===== src/hw/rtl/mahsu_pkg.sv =====
`default_nettype none
// ----------------------------------------------------------------------------
// Moving average hysteresis switch package
// Shared constants, register indexes and state type of the switch unit.
// ----------------------------------------------------------------------------
package mahsu_pkg;

   localparam int DEF_WINDOW_LENGTH = 8;
   localparam int DEF_SAMPLE_BITS   = 12;

   localparam int FIELD_BITS     = 12;
   localparam int REQ_TDATA_BITS = 16;
   localparam int RSP_TDATA_BITS = 16;
   localparam int CSR_INDEX_BITS = 2;
   localparam int CSR_DATA_BITS  = 12;

   localparam logic [CSR_INDEX_BITS-1:0] CSR_DARK_THRESHOLD  = 2'd0;
   localparam logic [CSR_INDEX_BITS-1:0] CSR_LIGHT_THRESHOLD = 2'd1;

   localparam logic [FIELD_BITS-1:0] DARK_RESET  = 12'd1200;
   localparam logic [FIELD_BITS-1:0] LIGHT_RESET = 12'd1800;

   typedef enum logic [2:0] {
      BK_IDLE,
      BK_READ,
      BK_SUM,
      BK_DIV,
      BK_DECIDE,
      BK_DONE
   } back_state_type;

endpackage : mahsu_pkg
`default_nettype wire


===== src/hw/rtl/mahsu_queue.sv =====
`default_nettype none
// ----------------------------------------------------------------------------
// Two-entry item queue
// Holds classified items between the front and the back of the unit.
// ----------------------------------------------------------------------------
module mahsu_queue #(
   parameter int WIDTH = 8
) (
   input  wire logic             clock,
   input  wire logic             reset,
   input  wire logic             push,
   input  wire logic [WIDTH-1:0] push_data,
   input  wire logic             pop,
   output logic      [WIDTH-1:0] pop_data,
   output logic                  full,
   output logic                  empty
);

   logic [WIDTH-1:0] mem_ff [2];
   logic             wr_ptr_ff, wr_ptr_in;
   logic             rd_ptr_ff, rd_ptr_in;
   logic [1:0]       count_ff, count_in;
   logic             do_push, do_pop;

   assign full     = (count_ff == 2'd2);
   assign empty    = (count_ff == 2'd0);
   assign do_push  = push && !full;
   assign do_pop   = pop && !empty;
   assign pop_data = mem_ff[rd_ptr_ff];

   always_comb begin
      wr_ptr_in = do_push ? ~wr_ptr_ff : wr_ptr_ff;
      rd_ptr_in = do_pop ? ~rd_ptr_ff : rd_ptr_ff;
      count_in  = count_ff;
      if (do_push && !do_pop) begin
         count_in = count_ff + 2'd1;
      end else if (do_pop && !do_push) begin
         count_in = count_ff - 2'd1;
      end
   end

   always_ff @(posedge clock) begin
      if (reset) begin
         wr_ptr_ff <= 1'b0;
         rd_ptr_ff <= 1'b0;
         count_ff  <= 2'd0;
      end else begin
         wr_ptr_ff <= wr_ptr_in;
         rd_ptr_ff <= rd_ptr_in;
         count_ff  <= count_in;
      end
   end

   always_ff @(posedge clock) begin
      if (do_push) begin
         mem_ff[wr_ptr_ff] <= push_data;
      end
   end

endmodule : mahsu_queue
`default_nettype wire


===== src/hw/rtl/mahsu_front.sv =====
`default_nettype none
// ----------------------------------------------------------------------------
// Switch unit front end
// Accepts samples, assigns each its ring slot and divisor, and queues it.
// ----------------------------------------------------------------------------
module mahsu_front #(
   parameter int WINDOW_LENGTH = 8,
   parameter int SAMPLE_BITS   = 12,
   parameter int ENTRY_BITS    = 8
) (
   input  wire logic                                   clock,
   input  wire logic                                   reset,
   input  wire logic                                   req_tvalid,
   output logic                                        req_tready,
   input  wire logic [mahsu_pkg::REQ_TDATA_BITS-1:0]   req_tdata,
   output logic                                        push,
   output logic      [ENTRY_BITS-1:0]                  push_data,
   input  wire logic                                   queue_full
);

   import mahsu_pkg::*;

   localparam int IDX_W = $clog2(WINDOW_LENGTH);
   localparam int CNT_W = $clog2(WINDOW_LENGTH + 1);

   logic [IDX_W-1:0]       slot_ff, slot_in;
   logic                   full_ff, full_in;
   logic                   wrap;
   logic [CNT_W-1:0]       divisor;
   logic [SAMPLE_BITS-1:0] sample;

   assign req_tready = !queue_full;
   assign push       = req_tvalid && req_tready;
   assign sample     = SAMPLE_BITS'(req_tdata[FIELD_BITS-1:0]);
   assign wrap       = (slot_ff == IDX_W'(WINDOW_LENGTH - 1));
   assign divisor    = (full_ff || wrap) ? CNT_W'(WINDOW_LENGTH)
                                         : CNT_W'(slot_ff) + CNT_W'(1);
   assign push_data  = ENTRY_BITS'({divisor, full_ff, slot_ff, sample});

   always_comb begin
      slot_in = slot_ff;
      full_in = full_ff;
      if (push) begin
         slot_in = wrap ? '0 : slot_ff + IDX_W'(1);
         full_in = full_ff || wrap;
      end
   end

   always_ff @(posedge clock) begin
      if (reset) begin
         slot_ff <= '0;
         full_ff <= 1'b0;
      end else begin
         slot_ff <= slot_in;
         full_ff <= full_in;
      end
   end

endmodule : mahsu_front
`default_nettype wire


===== src/hw/rtl/mahsu_back.sv =====
`default_nettype none
// ----------------------------------------------------------------------------
// Switch unit back end
// Updates the sample ring and running total, divides bit-serially and
// applies the hysteresis rule to the mean.
// ----------------------------------------------------------------------------
module mahsu_back #(
   parameter int WINDOW_LENGTH = 8,
   parameter int SAMPLE_BITS   = 12,
   parameter int ENTRY_BITS    = 8
) (
   input  wire logic                                 clock,
   input  wire logic                                 reset,
   input  wire logic [ENTRY_BITS-1:0]                pop_data,
   input  wire logic                                 queue_empty,
   output logic                                      pop,
   input  wire logic [mahsu_pkg::FIELD_BITS-1:0]     on_level,
   input  wire logic [mahsu_pkg::FIELD_BITS-1:0]     off_level,
   output logic                                      rsp_tvalid,
   input  wire logic                                 rsp_tready,
   output logic      [mahsu_pkg::RSP_TDATA_BITS-1:0] rsp_tdata
);

   import mahsu_pkg::*;

   localparam int IDX_W  = $clog2(WINDOW_LENGTH);
   localparam int CNT_W  = $clog2(WINDOW_LENGTH + 1);
   localparam int SUM_W  = SAMPLE_BITS + IDX_W;
   localparam int STEP_W = $clog2(SUM_W);
   localparam int CMP_W  = (SAMPLE_BITS > FIELD_BITS) ? SAMPLE_BITS : FIELD_BITS;

   back_state_type         state_ff, state_in;
   logic [SUM_W-1:0]       total_ff, total_in;
   logic                   switch_ff, switch_in;
   logic [STEP_W-1:0]      step_ff, step_in;

   logic [SAMPLE_BITS-1:0] sample_ff, sample_in;
   logic [IDX_W-1:0]       slot_ff, slot_in;
   logic                   old_valid_ff, old_valid_in;
   logic [CNT_W-1:0]       div_ff, div_in;
   logic [SUM_W-1:0]       dq_ff, dq_in;
   logic [CNT_W-1:0]       rem_ff, rem_in;
   logic [FIELD_BITS-1:0]  avg_ff, avg_in;

   logic [SAMPLE_BITS-1:0] ring_mem [WINDOW_LENGTH];
   logic [SAMPLE_BITS-1:0] rdata_ff;
   logic                   ring_we;

   logic [SAMPLE_BITS-1:0] old_sample;
   logic [CNT_W:0]         trial;
   logic [CNT_W:0]         trial_diff;
   logic                   trial_ge;
   logic [CMP_W-1:0]       mean_cmp;

   assign old_sample = old_valid_ff ? rdata_ff : '0;
   assign trial      = {rem_ff, dq_ff[SUM_W-1]};
   assign trial_ge   = (trial >= {1'b0, div_ff});
   assign trial_diff = trial - {1'b0, div_ff};
   assign mean_cmp   = CMP_W'(dq_ff[SAMPLE_BITS-1:0]);
   assign ring_we    = (state_ff == BK_SUM);

   assign rsp_tvalid = (state_ff == BK_DONE);
   assign rsp_tdata  = RSP_TDATA_BITS'({switch_ff, avg_ff});

   always_comb begin
      state_in     = state_ff;
      total_in     = total_ff;
      switch_in    = switch_ff;
      step_in      = step_ff;
      sample_in    = sample_ff;
      slot_in      = slot_ff;
      old_valid_in = old_valid_ff;
      div_in       = div_ff;
      dq_in        = dq_ff;
      rem_in       = rem_ff;
      avg_in       = avg_ff;
      pop          = 1'b0;
      unique case (state_ff)
         BK_IDLE: begin
            if (!queue_empty) begin
               pop          = 1'b1;
               sample_in    = pop_data[SAMPLE_BITS-1:0];
               slot_in      = pop_data[SAMPLE_BITS +: IDX_W];
               old_valid_in = pop_data[SAMPLE_BITS + IDX_W];
               div_in       = pop_data[SAMPLE_BITS + IDX_W + 1 +: CNT_W];
               state_in     = BK_READ;
            end
         end
         BK_READ: begin
            state_in = BK_SUM;
         end
         BK_SUM: begin
            total_in = total_ff - SUM_W'(old_sample) + SUM_W'(sample_ff);
            dq_in    = total_in;
            rem_in   = '0;
            step_in  = STEP_W'(SUM_W - 1);
            state_in = BK_DIV;
         end
         BK_DIV: begin
            rem_in  = trial_ge ? trial_diff[CNT_W-1:0] : trial[CNT_W-1:0];
            dq_in   = {dq_ff[SUM_W-2:0], trial_ge};
            step_in = step_ff - STEP_W'(1);
            if (step_ff == '0) begin
               state_in = BK_DECIDE;
            end
         end
         BK_DECIDE: begin
            avg_in = FIELD_BITS'(dq_ff[SAMPLE_BITS-1:0]);
            if (!switch_ff && (mean_cmp < CMP_W'(on_level))) begin
               switch_in = 1'b1;
            end else if (switch_ff && (mean_cmp > CMP_W'(off_level))) begin
               switch_in = 1'b0;
            end
            state_in = BK_DONE;
         end
         BK_DONE: begin
            if (rsp_tready) begin
               state_in = BK_IDLE;
            end
         end
         default: begin
            state_in = BK_IDLE;
         end
      endcase
   end

   always_ff @(posedge clock) begin
      if (reset) begin
         state_ff  <= BK_IDLE;
         total_ff  <= '0;
         switch_ff <= 1'b0;
         step_ff   <= '0;
      end else begin
         state_ff  <= state_in;
         total_ff  <= total_in;
         switch_ff <= switch_in;
         step_ff   <= step_in;
      end
   end

   always_ff @(posedge clock) begin
      sample_ff    <= sample_in;
      slot_ff      <= slot_in;
      old_valid_ff <= old_valid_in;
      div_ff       <= div_in;
      dq_ff        <= dq_in;
      rem_ff       <= rem_in;
      avg_ff       <= avg_in;
   end

   always_ff @(posedge clock) begin
      rdata_ff <= ring_mem[slot_ff];
      if (ring_we) begin
         ring_mem[slot_ff] <= sample_ff;
      end
   end

endmodule : mahsu_back
`default_nettype wire


===== src/hw/rtl/moving_average_hysteresis_switch_unit.sv =====
`default_nettype none
// ----------------------------------------------------------------------------
// Moving average hysteresis switch unit
// Averages light sensor samples over a sliding window and drives a lamp
// switch with separate dark and light thresholds.
// ----------------------------------------------------------------------------
// Each accepted sample yields one item holding the truncated mean of the last
// WINDOW_LENGTH samples (of the samples so far until the window first fills)
// and the lamp state after hysteresis. The back end reads the ring, updates
// the total, divides it with a bit-serial divider that produces one quotient
// bit per cycle, applies the hysteresis rule and then offers the item. A
// two-entry queue in front of the back end accepts new samples while a result
// is being computed or waits to be taken. Thresholds are to be written through
// the register port while the unit is idle; the block itself does not enforce
// this. The window needs no clearing after reset.
// ----------------------------------------------------------------------------
module moving_average_hysteresis_switch_unit #(
   parameter int WINDOW_LENGTH = mahsu_pkg::DEF_WINDOW_LENGTH,
   parameter int SAMPLE_BITS   = mahsu_pkg::DEF_SAMPLE_BITS
) (
   input  wire logic                                 clock,
   input  wire logic                                 reset,
   input  wire logic                                 req_tvalid,
   output logic                                      req_tready,
   // [11:0] sample, [15:12] zero
   input  wire logic [mahsu_pkg::REQ_TDATA_BITS-1:0] req_tdata,
   output logic                                      rsp_tvalid,
   input  wire logic                                 rsp_tready,
   // [11:0] average, [12] lamp_on, [15:13] zero
   output logic      [mahsu_pkg::RSP_TDATA_BITS-1:0] rsp_tdata,
   input  wire logic                                 csr_we,
   input  wire logic [mahsu_pkg::CSR_INDEX_BITS-1:0] csr_index,
   input  wire logic [mahsu_pkg::CSR_DATA_BITS-1:0]  csr_wdata
);

   import mahsu_pkg::*;

   localparam int IDX_W      = $clog2(WINDOW_LENGTH);
   localparam int CNT_W      = $clog2(WINDOW_LENGTH + 1);
   localparam int ENTRY_BITS = SAMPLE_BITS + IDX_W + 1 + CNT_W;

   logic [FIELD_BITS-1:0] dark_ff, dark_in;
   logic [FIELD_BITS-1:0] light_ff, light_in;
   logic                  push;
   logic [ENTRY_BITS-1:0] push_data;
   logic                  pop;
   logic [ENTRY_BITS-1:0] pop_data;
   logic                  queue_full;
   logic                  queue_empty;

   always_comb begin
      dark_in  = dark_ff;
      light_in = light_ff;
      if (csr_we) begin
         unique case (csr_index)
            CSR_DARK_THRESHOLD:  dark_in  = FIELD_BITS'(csr_wdata);
            CSR_LIGHT_THRESHOLD: light_in = FIELD_BITS'(csr_wdata);
            default: begin
            end
         endcase
      end
   end

   always_ff @(posedge clock) begin
      if (reset) begin
         dark_ff  <= DARK_RESET;
         light_ff <= LIGHT_RESET;
      end else begin
         dark_ff  <= dark_in;
         light_ff <= light_in;
      end
   end

   mahsu_front #(
      .WINDOW_LENGTH (WINDOW_LENGTH),
      .SAMPLE_BITS   (SAMPLE_BITS),
      .ENTRY_BITS    (ENTRY_BITS)
   ) u_front (
      .clock      (clock),
      .reset      (reset),
      .req_tvalid (req_tvalid),
      .req_tready (req_tready),
      .req_tdata  (req_tdata),
      .push       (push),
      .push_data  (push_data),
      .queue_full (queue_full)
   );

   mahsu_queue #(
      .WIDTH (ENTRY_BITS)
   ) u_queue (
      .clock     (clock),
      .reset     (reset),
      .push      (push),
      .push_data (push_data),
      .pop       (pop),
      .pop_data  (pop_data),
      .full      (queue_full),
      .empty     (queue_empty)
   );

   mahsu_back #(
      .WINDOW_LENGTH (WINDOW_LENGTH),
      .SAMPLE_BITS   (SAMPLE_BITS),
      .ENTRY_BITS    (ENTRY_BITS)
   ) u_back (
      .clock       (clock),
      .reset       (reset),
      .pop_data    (pop_data),
      .queue_empty (queue_empty),
      .pop         (pop),
      .on_level    (dark_ff),
      .off_level   (light_ff),
      .rsp_tvalid  (rsp_tvalid),
      .rsp_tready  (rsp_tready),
      .rsp_tdata   (rsp_tdata)
   );

endmodule : moving_average_hysteresis_switch_unit
`default_nettype wire

===== config.mk =====
export PLATFORM = sky130hd
export DESIGN_NAME = moving_average_hysteresis_switch_unit
export DESIGN_NICKNAME = d
export VERILOG_FILES = /design/src/hw/rtl/mahsu_pkg.sv /design/src/hw/rtl/mahsu_queue.sv /design/src/hw/rtl/mahsu_front.sv /design/src/hw/rtl/mahsu_back.sv /design/src/hw/rtl/moving_average_hysteresis_switch_unit.sv
export SDC_FILE = /design/constraint.sdc
export NUM_CORES = 1
export LEC_CHECK = 0
export BUFFER_PORTS_ARGS = -buffer_cell sky130_fd_sc_hd__buf_2
export CAP_MARGIN = 0
export CELL_PAD_IN_SITES_DETAIL_PLACEMENT = 2
export CELL_PAD_IN_SITES_GLOBAL_PLACEMENT = 2
export CORE_ASPECT_RATIO = 0.9
export CORE_MARGIN = 2
export CORE_UTILIZATION = 41
export CTS_BUF_LIST = sky130_fd_sc_hd__clkbuf_4 sky130_fd_sc_hd__clkbuf_8
export CTS_CLUSTER_SIZE = 20
export DETAILED_ROUTE_END_ITERATION = 10
export GPL_TIMING_DRIVEN = 0
export MAX_ROUTING_LAYER = met4
export PLACE_DENSITY = 0.79
export SYNTH_ARGS = -nofsm -noshare
export SYNTH_HDL_FRONTEND = slang
export SYNTH_SLANG_ARGS = --single-unit

===== constraint.sdc =====
create_clock -name clock -period 3.1 [get_ports clock]
set_input_delay 0.775 -clock clock [delete_from_list [all_inputs] [get_ports clock]]
set_output_delay 0.775 -clock clock [all_outputs]
set_load 0.02 [all_outputs]

### After elaboration in Yosys (flattened, before gate mapping)

Memories as Yosys holds them, arrays and structs flattened. A register that Yosys moved wholly into a read port is not among the register bits.
Index checks and enable logic that the tools add are counted.

| storage, ports and cells | value |
|---|---|
| memory bits (writable) | 136 |
| memories | 2 |
| output and inout port bits | 18 |
| logic and storage cells | 87 |
| register bits | 86 |
| input port bits | 35 |

| cells by class | value |
|---|---|
| mux-type cells | 21 |
| add/sub/neg operators | 8 |
| order comparisons | 3 |
| bitwise gates (word level) | 3 |
| reduce and logical (&&, ||, !) cells | 25 |
| equal/unequal tests | 11 |

Memory list:

| memory | depth | bits a word | read ports | clocked after memory_dff | write ports | RTL line | source |
|---|---|---|---|---|---|---|---|
| u_back.ring_mem | 8 | 12 | 1 | 1 | 1 | mahsu_back.sv:45 | `logic [SAMPLE_BITS-1:0] ring_mem [WINDOW_LENGTH];` |
| u_queue.mem_ff | 2 | 20 | 1 | 1 | 1 | mahsu_queue.sv:19 | `logic [WIDTH-1:0] mem_ff [2];` |

Operators by type and width:

| cell | number |
|---|---|
| $pmux W15 S2 | 1 |
| $pmux W3 S6 | 1 |
| $pmux W4 S2 | 2 |
| $add A15 B12 Y15 | 1 |
| $sub A15 B12 Y15 | 1 |
| $gt A12 B12 Y1 | 1 |
| $lt A12 B12 Y1 | 1 |
| $mux W12 | 1 |
| $mux W3 | 4 |
| $eq A3 B3 Y1 const B | 3 |
| $mux W1 | 8 |
| $mux W4 | 2 |
| $reduce_and A2 Y1 | 4 |
| $logic_and A1 B1 Y1 | 7 |
| $eq A3 B2 Y1 const B | 2 |
| $reduce_bool A2 Y1 | 3 |
| $ge A5 B4 Y1 | 1 |
| $logic_not A1 Y1 | 5 |
| $add A3 B1 Y4 const B | 1 |
| $logic_not A2 Y1 | 2 |
| $logic_not A4 Y1 | 1 |
| $mux W2 | 2 |
| $ne A2 B1 Y1 const B | 2 |
| $sub A4 B1 Y4 const B | 1 |
| other kinds (12) | 14 |

### Longest topological paths before layout

| depth | value |
|---|---|
| depth in word-level cells | 8 |
| gate-level depth with buffers | 13 |
| gate-level depth less buffers | 12 |

### Modules after synthesis

Synthesis repeated with hierarchy kept, for this count alone.

| second synthesis, totals | value |
|---|---|
| cell total of the unflattened synthesis | 934 |
| area total of the unflattened synthesis | 11674.9 µm² |

Modules (own cells, without submodules):

| module | cells an instance | area an instance (µm²) | times used | seq. area each (µm²) |
|---|---|---|---|---|
| mahsu_back | 710 | 8678.3 | 1 | 5114.9 |
| mahsu_queue | 87 | 1654.1 | 1 | 1301.2 |
| moving_average_hysteresis_switch_unit | 99 | 1016.0 | 1 | 480.5 |
| mahsu_front | 38 | 326.6 | 1 | 80.1 |

### Worst setup path before layout

OpenSTA, ideal clock, no wires.

| path | value |
|---|---|
| kind | register -> register |
| start point | register u_back.old_valid_ff |
| end point | register u_back.dq_ff[12] (data pin) |
| arrival time | 2.813 ns |
| cell stages (with the launch flop) | 12 |
| data required time | 2.840 ns |
| library setup time | 0.260 ns |
| slack | 0.027 ns |
| clock period less this slack | 3.073 ns |
| path buffers | 1 |
| cells stage by stage | edfxtp_1 > clkbuf_1 > and2_1 > fa_1 > inv_1 > fa_1 > a21o_1 > a221oi_2 > o31ai_2 > a31oi_1 > xnor2_1 > mux2_2 |

| on the way | value |
|---|---|
| longest elaborated chain between the ends | 4 |

RTL lines:

| item | RTL line | source |
|---|---|---|
| start, declared | mahsu_back.sv:39 | `logic old_valid_ff, old_valid_in;` |
| start signal, assigned | mahsu_back.sv:144 | `old_valid_ff <= old_valid_in;` |
| $mux W12 | mahsu_back.sv:55 | `assign old_sample = old_valid_ff ? rdata_ff : '0;` |
| $sub A15 B12 Y15 | mahsu_back.sv:93 | `total_in = total_ff - SUM_W'(old_sample) + SUM_W'(sample_ff);` |
| $add A15 B12 Y15 | mahsu_back.sv:93 |  |
| $pmux W15 S2 | mahsu_back.sv:78 | `unique case (state_ff)` |
| net u_back.dq_in[12] | mahsu_back.sv:41 | `logic [SUM_W-1:0] dq_ff, dq_in;` |
| end signal, assigned | mahsu_back.sv:146 | `dq_ff <= dq_in;` |
| end, declared | mahsu_back.sv:41 |  |

The timed path passes the listed nets, and every way through them passes these cells.
A chain may end at the register's enable or synchronous reset.

### Worst setup path after layout

| path | value |
|---|---|
| start point | register u_back.old_valid_ff |
| end point | register u_back.dq_ff[14] (data pin) |

Same word-level chain as after synthesis.

==> summary.md <==
| Metric | Value |
|---|---|
| Final nets | `1080` |
| WHS Endpoint | `u_queue.mem_ff[1][0]$_DFFE_PP_` |
| CTS buffer count | `43` |
| Clock Sinks | `254` |
| Unrepaired setup endpoints after global routing | `true` |
| Initial Util | `0.4148` |
| Status | `finished, violations left` |
| Design area | `0.01328 mm2` |
| Port Buf Inserts | `44` |
| Drt first pass iters | `5` |
| Max-Cap Viols | `0` |
| Total global routing overflow | `0` |
| Mapped Area | `0.01112 mm2` |
| Switching share of power | `0.4036` |
| Final period util | `1.108` |
| Proportion of layout cells with a drive suffix above 1 | `0.2559` |
| Final ANT Viol Nets | `0` |
| Clock power share | `0.186` |
| Post-route minimum period | `3434 ps` |
| Slew HR | `0.2782` |
| Fin worst setup slack | `-333.5 ps` |
| Worst r2r path cells | `12` |
| Worst path required time | `3410 ps` |
| Max-slew violations | `0` |
| Worst hold path class | `in -> reg` |
| Die ar. | `0.02846 mm2` |
| Syn_area_per_cell | `12.86 um2` |
| Ys async rst share | `0` |
| R2r startpoint | `u_back.old_valid_ff$_DFFE_PP_` |
| Comb pwr share | `0.498` |
| Die Y | `160.3 um` |
| Num rows | `57` |
| Number of synthesized flops with an enable pin | `187` |
| Largest net degree at the start of global routing | `27` |
| Failing checks | `negative setup slack` |
| Routed len/inst | `25.60 um` |
| Latest clock arrival within the worst-skew pair | `610 ps` |
| Die width | `177.6 um` |
| Critical path capture point type | `register` |
| Drc violations | `0` |
| Critical path peak fanout | `10` |
| Internal Power | `9.932 mW` |
| Clock root cell | `clkbuf_8` |
| CTS Buffer Depth | `3` |
| CTS tree | `built` |
| Most common cell after layout, fill and taps aside | `edfxtp_1` |
| Via density | `5.480` |
| Area Overhead vs Synth | `19.44%` |
| Mapped Cells | `865` |
| Dpl cells | `1271` |
| Top_reg_cell synth | `edfxtp_1` |
| CP delay by family, top | `adder cells` |
| Number of buffers and inverters on the critical path | `2` |
| Critical-path top delay cell | `fa_1` |
| Gr usage total | `0.2475` |
| Htree depth | `2` |
| CTS clk-pin slew, worst paths | `60 ps` |
| Antenna cells | `0` |
| Share of power burned in registers | `0.316` |
| Via count | `7530` |
| Initial antenna violation count | `0` |
| Pre-CTS setup slack | `-687.7 ps` |
| Vias in the first global route | `8303` |
| Flop-to-flop setup slack | `-330 ps` |
| Max stage delay on crit path | `500 ps` |
| FF+latch count, synth | `254` |
| Setup TNS | `-2715 ps` |
| Startpoint types | `register` |
| Routability cong. | `0.7523` |
| P_sw | `6.721 mW` |
| Io pins | `53` |
| Post-Place Cell Area | `0.01190 mm2` |
| # fillers | `2675` |
| Core box area | `0.02682 mm2` |
| YS warnings | `0` |
| Hold Crit Start | `req_tdata[0]` |
| Worst VDD drop | `0.6384 mV` |
| Hold Path Depth | `1` |
| HPWL after DPL | `21.74 mm` |
| Post-synthesis sequential area ratio | `0.6255` |
| WL final | `35.17 mm` |
| 1st-iter DRT viols | `469` |
| Skew final | `36.49 ps` |
| Final Util | `0.4954` |
| Critical-path cell list | `buf_8, and2_1, fa_1, inv_1, ha_4, a21o_1, a221oi_4, o31ai_4, mux2i_2, nand2_1, xor2_1, a21oi_1` |
| Finish-stage setup viols | `18` |
| R2r endpoint | `u_back.dq_ff[14]$_DFFE_PP_` |
| Final Hold Viols | `0` |
| First-pass GRT wire length | `50.81 mm` |
| Power Dens Cells | `1254 mW/mm2` |
| Non-Filler Instances | `1374` |
| Worst Tran Pin Value | `1081 ps` |
| Setup CP Type | `reg -> reg` |
| Fmax | `291.2 MHz` |
| Commonest cells after routing, fill and taps aside | `187 x edfxtp_1, 89 x nand2_1, 82 x inv_1` |
| Distinct cells, synth | `61` |
| Crit path DAT | `3740 ps` |
| LEAKAGE | `5.045 nW` |
sequential cells by signal, indices dropped and copies added (netlist names), 2 cells and up:
name	flops
u_back.state_ff	3
u_back.slot_ff	3
u_back.ring_mem	96
u_back.total_ff	15
u_back.rdata_ff	12
u_back.step_ff	4
u_back.dq_ff	15
u_back.div_ff	4
u_back.avg_ff	12
u_queue.count_ff	2
dark_ff	12
u_back.rem_ff	4
u_front.slot_ff	3
u_queue.mem_ff	40
light_ff	12
u_back.sample_ff	12
worst reg2reg max path: cells and delay by family (launching register included):
kind            cells  cell delay (ps)
simple gates        2              300
mux                 1              340
flops               1              470
xor+xnor            1              180
fa+ha+maj           2              800
compound gates      4              800
buf+inv             2              260
synth_stat cells (all sizes together), types with 3 or more instances:
cell	instances	area [um2]
and2	17	106.4
mux4	12	270.3
clkbuf	22	82.58
o221ai	3	26.28
o21ai	16	83.83
ha	46	575.6
dfxtp	67	1341
nor3b	5	37.54
inv	83	311.6
nor3	11	55.05
mux2i	11	110.1
a211oi	4	30.03
nand2	90	337.8
buf	13	68.82
nand4	6	37.54
mux2	37	416.7
nand2b	10	62.56
a31oi	4	31.28
nand3	9	45.04
and3	6	37.54
o211ai	12	90.09
a21oi	61	305.3
nor2b	3	18.77
xnor2	8	70.07
xor2	10	87.58
edfxtp	187	5615
a21o	18	136.4
o31ai	3	27.52
a221o	3	30.03
nor2	43	161.4
fa	13	260.3
cell type report:
cell class | instances | area, um2 | area share
timing repair buffer | 75 | 494.2 | 0.03720
tap | 354 | 442.9 | 0.03334
sequential | 254 | 6957 | 0.5237
buffer | 34 | 160.2 | 0.01206
clock buffer | 65 | 782.0 | 0.05887
clock inverter | 14 | 90.09 | 0.006782
inverter | 85 | 320.3 | 0.02411
multi-input combinational | 493 | 4038 | 0.3039
through the flow:
stage	hold WS, ps	total power [mW]
floorplan	436.3	9.277
global placement	442.5	10.72
detailed placement	452.5	11.21
CTS	361.0	15.16
global route	354.3	17.51
finish	385.0	16.65
worst max path at each step:
| stage | startpoint | endpoint | cells past startpoint |
|---|---|---|---|
| CTS | u_back.old_valid_ff$_DFFE_PP_ | u_back.dq_ff[14]$_DFFE_PP_ | 12 |
| detailed placement | u_back.old_valid_ff$_DFFE_PP_ | u_back.dq_ff[12]$_DFFE_PP_ | 11 |
| finish | u_back.old_valid_ff$_DFFE_PP_ | u_back.dq_ff[14]$_DFFE_PP_ | 12 |
| global placement | u_back.state_ff[2]$_SDFFE_PP0P_ | u_back.ring_mem[2][2]$_DFFE_PP_ | 6 |
| floorplan | u_back.old_valid_ff$_DFFE_PP_ | u_back.dq_ff[12]$_DFFE_PP_ | 11 |
| global route | u_back.old_valid_ff$_DFFE_PP_ | u_back.dq_ff[14]$_DFFE_PP_ | 12 |
power by group through the flow:
stage / clock, mW / sequential [mW] / combinational [mW]
2_1_floorplan: 0 / 5.09 / 4.19
3_3_place_gp: 0 / 5.26 / 5.47
3_5_place_dp: 0 / 5.33 / 5.87
4_1_cts: 3.10 / 5.25 / 6.82
5_1_grt: 3.29 / 5.33 / 8.89
6_report: 3.09 / 5.27 / 8.29
cells by family after synthesis:
family,after synthesis,share of synthesized area
XOR/XNOR,18,0.01417
multiplexers,60,0.07166
AO/OA/AOI/OAI,141,0.08201
flip-flops,254,0.6255
buffers and inverters,120,0.04230
other,1,0.0003372
AND/OR/NAND/NOR,212,0.08887
adder cells (fa/ha/maj),59,0.07515
per-layer routing:
layer,routed length (um),vias up,global-route usage
met1,14690,3918,0.3103
met3,1481,78,0.04667
met5,0,-,-
met4,926,0,0.07563
li1,-,3333,-
met2,18070,201,0.4068
timing repair:
action,in CTS,in global routing
resized for setup,31,33
hold buffers,0,0
pin swaps,11,10
setup buffers,8,17
setup endpoints to repair,70,59
Note: power is estimated with default switching activity, not from simulation.
